[src/hw/rtl/smpq_pkg.sv]
// shared types and constants for the sorted max priority queue
`timescale 1ns / 1ps
package smpq_pkg;

    localparam int DATA_W        = 32;
    localparam int REQ_W         = 2;
    localparam int ST_W          = 2;
    localparam int CNT_OUT_W     = 5;
    localparam int DEFAULT_DEPTH = 16;

    localparam logic [REQ_W-1:0] REQ_INSERT = 2'd0;
    localparam logic [REQ_W-1:0] REQ_DELETE = 2'd1;
    localparam logic [REQ_W-1:0] REQ_PEEK   = 2'd2;

    localparam logic [ST_W-1:0] ST_OK    = 2'd0;
    localparam logic [ST_W-1:0] ST_EMPTY = 2'd1;
    localparam logic [ST_W-1:0] ST_FULL  = 2'd2;

    // command broadcast to every cell
    typedef struct packed {
        logic              insert;
        logic              shift_up;
        logic [DATA_W-1:0] value;
    } smpq_cmd_t;

endpackage

[src/hw/rtl/smpq_cell.sv]
// one storage cell of the sorted chain
`timescale 1ns / 1ps
module smpq_cell
    import smpq_pkg::*;
(
    input  logic              clk,
    input  smpq_cmd_t         cmd,
    input  logic              occupied,
    input  logic              prev_lt,
    input  logic [DATA_W-1:0] prev_value,
    input  logic [DATA_W-1:0] next_value,
    output logic              lt,
    output logic [DATA_W-1:0] value
);

    logic [DATA_W-1:0] value_reg;
    logic [DATA_W-1:0] value_next;

    // empty cells count as smaller than anything
    assign lt    = !occupied || ($signed(value_reg) < $signed(cmd.value));
    assign value = value_reg;

    always_comb
    begin
        priority if (cmd.insert && lt)
        begin
            value_next = prev_lt ? prev_value : cmd.value;
        end
        else if (cmd.shift_up)
        begin
            value_next = next_value;
        end
        else
        begin
            value_next = value_reg;
        end
    end

    always_ff @(posedge clk)
    begin
        value_reg <= value_next;
    end

endmodule

[config.mk]
export PLATFORM = sky130hd
export DESIGN_NAME = smpq_cell
export DESIGN_NICKNAME = d
export VERILOG_FILES = /design/src/hw/rtl/smpq_pkg.sv /design/src/hw/rtl/smpq_cell.sv
export SDC_FILE = /design/constraint.sdc
export NUM_CORES = 1
export LEC_CHECK = 0
export BUFFER_PORTS_ARGS = -buffer_cell sky130_fd_sc_hd__buf_2
export CORE_MARGIN = 2
export CORE_UTILIZATION = 30
export DETAILED_ROUTE_END_ITERATION = 6
export PLACE_DENSITY_LB_ADDON = 0.1
export SLEW_MARGIN = 40
export SYNTH_ARGS = -nofsm -noshare
export SYNTH_HDL_FRONTEND = slang
export SYNTH_SLANG_ARGS = --single-unit
[constraint.sdc]
create_clock -name clk -period 5.3 [get_ports clk]
set_input_delay 0.265 -clock clk [delete_from_list [all_inputs] [get_ports clk]]
set_output_delay 0.265 -clock clk [all_outputs]
set_load 0.05 [all_outputs]
Word level (Yosys, flattened, before mapping)
Index checks and enable logic that the tools add are counted.
Operators by class
  multiplexer cells: 3
  reduce and logical (&&, ||, !) cells: 4
  magnitude comparators: 1
Operator list (number)
  two-way mux 32 bit: 3
  less-than comparator 32 bit: 1
  nonzero test 2 bit: 1
  logical AND 1 bit: 1
  logical NOT 1 bit: 1
  logical OR 1 bit: 1
Storage, ports and cells
  word-level logic and storage cells: 9
  register bits after elaboration: 32
  output and inout port bits: 33
  input bits: 101

Longest topological paths before layout
Gate-level depths: netlist of run 1.
  depth after elaboration: 4
  gate-level depth with buffers: 9
  gate-level depth less buffers: 8

Worst setup path after synthesis of run 1
Ideal clock, no wire load.
  kind: register -> output
  start point: register value_reg[1] (netlist: value[1])
  end point: output lt
  arrival: 3581 ps
  path slack: 1454 ps
  stages on the path, launching flop included: 6
  required time: 5035 ps
  cell sequence: edfxtp_1 ha_1 a2111oi_0 a2111oi_0 o31a_1 o311ai_0
On the way
  word-level cells in the longest chain between the ends: 2
RTL lines
  start, declared: line smpq_cell.sv:16  | logic [DATA_W-1:0] value_reg;
  start signal, assigned: line smpq_cell.sv:41  | value_reg <= value_next;
  less-than comparator 32 bit: line smpq_cell.sv:20  | assign lt = !occupied || ($signed(value_reg) < $signed(cmd.value));
  logical OR 1 bit: line smpq_cell.sv:20
  end, declared: line smpq_cell.sv:12  | output logic lt,
No other way between the ends.

Final worst setup path of run 1
  start point: register value_reg[31] (netlist: value[31])
  end point: register value_reg[14] (netlist: value[14]), data pin
On the way
  word-level cells in the longest chain between the ends: 4
RTL lines
  less-than comparator 32 bit: line smpq_cell.sv:20
  logical OR 1 bit: line smpq_cell.sv:20
  logical AND 1 bit: line smpq_cell.sv:25  | priority if (cmd.insert && lt)
  two-way mux 32 bit: line smpq_cell.sv:25
  named net value_next[14]: line smpq_cell.sv:17  | logic [DATA_W-1:0] value_next;
The timed path passes the listed nets, and every way through them passes these cells.
A chain may end at the register's enable or synchronous reset.

==> results.cfg, run 1 <==
[status]
outcome = finished clean

[cts]
clkLatencyLatePin_ns = 0.28
tritoncts = built
cts_buffers = 5
post_cts_buffers = 0
htreeDepth = 2
cts.sinks = 32
root_buffer = clkbuf_8
cts_resized = 0
clock_path_buffers = 2
cts_hold_buffers = 0
clk_pin_slew_ns = 0.07

[sta]
slew-limit-headroom_pct = 55.5
setup_tns_ns = 0
worst_slack_ns = 2.25
max_freq_mhz = 328
setup_viol = 0
worstMarginPinSlew_ns = 0.650
fin_crit_ns = 3.05
hold_viol = 0
slew_violations = 0
skew_ns = 0.00694
rsz0062_at_grt = no
fin_crit_sh_pct = 57.6

[floorplan]
die_h_um = 95.7
rows = 33
core_area_um2 = 8180
ios = 134
initial_core_util_pct = 30.8
dieArea_um2 = 9150
chipWidth_um = 95.7

[synth]
synth_edf_count = 32
yosys_register_bits = 32
synth_compound_area_share_pct = 14.3
synthArstFlopShare_pct = 0
post_synth.cell_area_avg_um2 = 9.81
synth.area.mux_share_pct = 14.7
syn-instance-count = 257
synth_area_um2 = 2520
syn-num-nets = 389
synth_top_family_by_area = adder cells
synth.distinct_cells = 31
ys_seq_area_share_pct = 38.1
synth-adder-area-share_pct = 15.4
synthXorXnorAreaFrac_pct = 0
synthSimpleGateAreaFrac_pct = 9.73
ys.flop_type = edfxtp_1
yosysWarnings = 0

[worst_setup_path]
slowest_stage = buf_4
cp_max_fo = 32
worstSetupEndpointType = flip-flop
reg2reg_from = value[31]$_DFFE_PP_
criticalPathCategory = reg -> reg
worstPathCellList = ha_1 > nand4_1 > nor4_1 > a221oi_1 > a211o_1 > o221ai_4 > buf_4 > mux2_2
critPathLaunchType = flip-flop
cp.required_ns = 5.33
cpPeakStageDelay_ns = 0.44
critical_path.startpoint = value[31]$_DFFE_PP_
crit_arrival_ns = 3.08

[layout]
n_antenna_cell = 0
utilization_pct = 41.0
largest_reg_flops = 32
layout-drive-gt1-share_pct = 44.0
syn_to_final_growth_pct = 32.9
design_area_um2 = 3350
fill_cells = 860
nets = 520
multiInputGateArea_um2 = 1370
seq_area_um2 = 961

[global_routing]
grt_usage_pct = 13.8
grt_pass1_vias = 2114
grt_pass1_wl_mm = 9.67
grt-ovfl-total = 0
grt_max_degree = 64
antenna_found_initial = 0

[route]
dr.first_iter.drc_count = 79
drc = 0
drtAntennaViolNets = 0
drt-total-wl_mm = 6.38
wl_per_cell_um = 12.9
via_per_inst = 4.54
dr_total_vias = 2243
dr.pass1.iters = 4

[placement]
placed_area_um2 = 3270
pre_cts_ws_ns = 2.18
place_congestion = 0.704
hpwl_mm = 5.04
port_buffers = 133

[min_path]
hold_path_class = in -> reg
hold_path_startpoint = next_value[26]

[power_and_ir_drop]
peakVddDrop_v = 0.000126
power.leakage_nw = 1.67
p_per_area_nw_per_um2 = 295
total_power_w = 0.000988

[job]
maxCapViolCount = 0
[path summary, 6_finish.rpt]
| check | to | slack, ns | cells after the start |
|---|---|---|---|
| worst max-delay path | value[14]$_DFFE_PP_ | 2.25 | 8 |
| worst min-delay path | value[26]$_DFFE_PP_ | 0.27 | 2 |
| worst min register to register | value[4]$_DFFE_PP_ | 1.47 | 4 |
| worst max register to register | value[14]$_DFFE_PP_ | 2.25 | 8 |
[metal layers]
| metal | wire [µm] | GRT usage [%] |
|---|---|---|
| met5 | 0 | 0 |
| met4 | 42 | 3.57 |
| met3 | 493 | 3.48 |
| met2 | 2850 | 22.2 |
| met1 | 3000 | 18.4 |
[power by group]
group / switching, W / internal, W / total [W] / leakage [nW]
clock network: 0.0000890 / 0.0000914 / 0.000180 / 0.0399
logic: 0.000293 / 0.000154 / 0.000447 / 1.30
registers: 0.0000237 / 0.000337 / 0.000361 / 0.325
total: 0.000406 / 0.000582 / 0.000988 / 1.67
[layout by cell type, fill, tap and decap left out, types with 3 or more instances in the layout]
cell type,Yosys,final
mux2_2,30,30
nand2_1,41,41
inv_1,36,36
edfxtp_1,32,32
clkbuf_8,0,5
nand4_1,4,4
o21ai_0,35,35
a21oi_1,11,11
buf_2,0,132
mux2_1,3,3
ha_1,31,31
[worst max-delay path, delay by kind of cell (launching register included)]
family / cells / cell delay (ns)
buffers and inverters: 1 / 0.44
AO/OA/AOI/OAI: 3 / 0.64
multiplexers: 1 / 0.40
AND/OR/NAND/NOR: 2 / 0.53
adder cells (fa/ha/maj): 1 / 0.37
flip-flops: 1 / 0.41
[cell usage after synthesis (2+ instances only)]
library cell | instances | area [µm²]
a2111oi_0 | 2 | 17.5
a21o_1 | 2 | 15.0
a21oi_1 | 11 | 55.1
buf_6 | 3 | 33.8
clkbuf_1 | 7 | 26.3
edfxtp_1 | 32 | 961
ha_1 | 31 | 388
inv_1 | 36 | 135
mux2_1 | 3 | 33.8
mux2_2 | 30 | 338
nand2_1 | 41 | 154
nand2b_1 | 2 | 12.5
nand4_1 | 4 | 25.0
nor2_1 | 2 | 7.51
o21ai_0 | 35 | 175
[metrics by stage]
stage | cells | hold WS (ns)
floorplan | 257 | 0.466
global placement | 486 | 0.553
detailed placement | 486 | 0.557
CTS | 494 | 0.258
global route | 494 | 0.262
finish | 494 | 0.269
[cells by family after synthesis]
logic type | Yosys count
multiplexers | 33
adder cells (fa/ha/maj) | 31
buffers and inverters | 46
AND/OR/NAND/NOR | 55
AO/OA/AOI/OAI | 60
flip-flops | 32
[final cells by class]
class,instances,share of cell area (%)
clock inverters,1,0.112
inverters,36,4.03
multi-input cells,179,40.8
well taps,105,3.92
repair buffers,134,20.2
flip-flops and latches,32,28.7
clock buffers,7,2.28
(Power assumes the default switching activity.)
==> run 2, diff against run 1 <==
==> constraint.sdc (replaced) <==
create_clock -name clk -period 2.72 [get_ports clk]
set_input_delay 0.136 -clock clk [delete_from_list [all_inputs] [get_ports clk]]
set_output_delay 0.136 -clock clk [all_outputs]
set_load 0.05 [all_outputs]
==> run 2 against run 1 <==
  * Critical path depth unchanged
  * Largest power group unchanged
  * Register-to-register slack got worse by 2.1 ns
  * Setup slack got worse by 2.1 ns
  * First-iteration DRC count fell by 37%
  * Sequential power rose by 95%
  * Count of clock-buffer cells in the layout is the same
  * Sequential cell count is the same
  * Clock power is 100% higher
  * Highest routed layer unchanged
  * Critical path type unchanged
  * Global-route usage increased by 0.85 points
  * Worst hold slack got worse by 0.14 ns
==> results.cfg, run 2 (synthesized netlist as in run 1, its figures left out) <==
[global_routing]
grt_usage_pct = 14.6
grt_pass1_wl_mm = 10.3
grt_pass1_vias = 2301
use_met2_pct = 23.7
grt-ovfl-total = 0
grt-busiest-layer = met2
use_met3_pct = 3.95
antenna_found_initial = 1
grt_max_degree = 42
gr-usage-met1_pct = 19.0

[route]
drc = 0
wl_per_cell_um = 13.3
dr.first_iter.drc_count = 50
dr_total_vias = 2302
via_per_inst = 4.59
dr.pass1.iters = 4
drtAntennaViolNets = 0
drt-total-wl_mm = 6.68

[min_path]
holdPathStages = 2
hold_path_class = in -> reg

[sta]
rsz0062_at_grt = no
slew_violations = 0
max_freq_mhz = 383
worstMarginPinSlew_ns = 0.625
hold_viol = 0
fin_crit_sh_pct = 96.1
whs_ns = 0.130
slew-limit-headroom_pct = 58.4
setup_tns_ns = 0
fin_crit_ns = 2.61
skew_ns = 0.00530
setup_viol = 0

[layout]
utilization_pct = 43.0
nets = 526
syn_to_final_growth_pct = 39.3
seq_area_um2 = 961
fill_cells = 827
multiInputGateArea_um2 = 1440
fin_cells = 501
largest_reg_flops = 32
final_common_cell = buf_2
layout-drive-gt1-share_pct = 46.8
mostFrequentLayoutCells = buf_2 (132), nand2_1 (41), inv_1 (36)

[floorplan]
rows = 33
ios = 134
dieArea_um2 = 9150
core_area_um2 = 8180
die_h_um = 95.7
initial_core_util_pct = 30.8
chipWidth_um = 95.7

[worst_setup_path]
cp_max_fo = 9
worstSetupEndpointType = flip-flop
criticalPathCategory = reg -> reg
cp.required_ns = 2.76
reg2reg_depth = 8
crit_arrival_ns = 2.65
critPathLaunchType = flip-flop

[placement]
place_congestion = 0.735
place_inst = 492
hpwl_mm = 5.40
port_buffers = 133

[power_and_ir_drop]
p_per_area_nw_per_um2 = 573
power.leakage_nw = 1.72
peakVddDrop_v = 0.000235

[status]
outcome = finished clean

[cts]
cts.sinks = 32
clock_path_buffers = 2
clkLatencyLatePin_ns = 0.29
tritoncts = built
post_cts_buffers = 0
cts_buffers = 5
clk_pin_slew_ns = 0.07
htreeDepth = 2
cts_hold_buffers = 0
root_buffer = clkbuf_8

[job]
maxCapViolCount = 0
## run 2: changes by cell type in the layout (fill, tap and decap cells not counted), sizes merged
cell / before / now
diode: 0 / 1
buf: 134 / 140
## run 2: power breakdown
part | switching (W) | total (W) | internal (W)
sequential | 0.0000482 | 0.000705 | 0.000657
clock | 0.000185 | 0.000363 | 0.000178
combinational | 0.000594 | 0.000944 | 0.000350
total | 0.000827 | 0.00201 | 0.00119
## run 2: path summary, 6_finish.rpt
path	from	endpoint	slack, ns
max	value[30]$_DFFE_PP_	value[14]$_DFFE_PP_	0.11
min	next_value[26]	value[26]$_DFFE_PP_	0.13
max reg2reg	value[30]$_DFFE_PP_	value[14]$_DFFE_PP_	0.11
min reg2reg	value[31]$_DFFE_PP_	value[26]$_DFFE_PP_	1.30
## run 2: metrics by stage
stage          power, W  cell area (µm²)  setup slack (ns)
4_1_cts         0.00202             3480            0.0211
3_5_place_dp    0.00165             3400            0.0682
2_1_floorplan   0.00138             2570           -0.0706
5_1_grt         0.00214             3510           0.00330
6_report        0.00201             3510             0.106
3_3_place_gp    0.00165             3400            0.0327
## run 2: area by class of cell
cell class	count	area share, %
sequential	32	27.4
multi-input combinational	179	40.9
timing repair buffer	140	21.8
clock buffer	7	2.17
antenna	1	0.0713
inverter	36	3.85
tap	105	3.74
clock inverter	1	0.107
## run 2: metal layers
| layer | routed length, µm | share of wire (%) |
|---|---|---|
| met5 | 0 | 0 |
| met4 | 94 | 1.4 |
| met3 | 555 | 8.3 |
| met2 | 2890 | 43 |
| met1 | 3140 | 47 |
## run 2: critical path: stages (launching register included)
cell and delay (ns):
edfxtp_1 0.40, ha_1 0.32, nand4_1 0.15, nor4_2 0.07, a221oi_2 0.35, nand4bb_1 0.21
o221ai_4 0.31, buf_6 0.20, mux2_2 0.34
## run 2: what timing repair did
item | in CTS | in global routing
hold endpoints to repair | 0 | 0
gates resized for setup | 0 | 10
setup endpoints to repair | 0 | 33
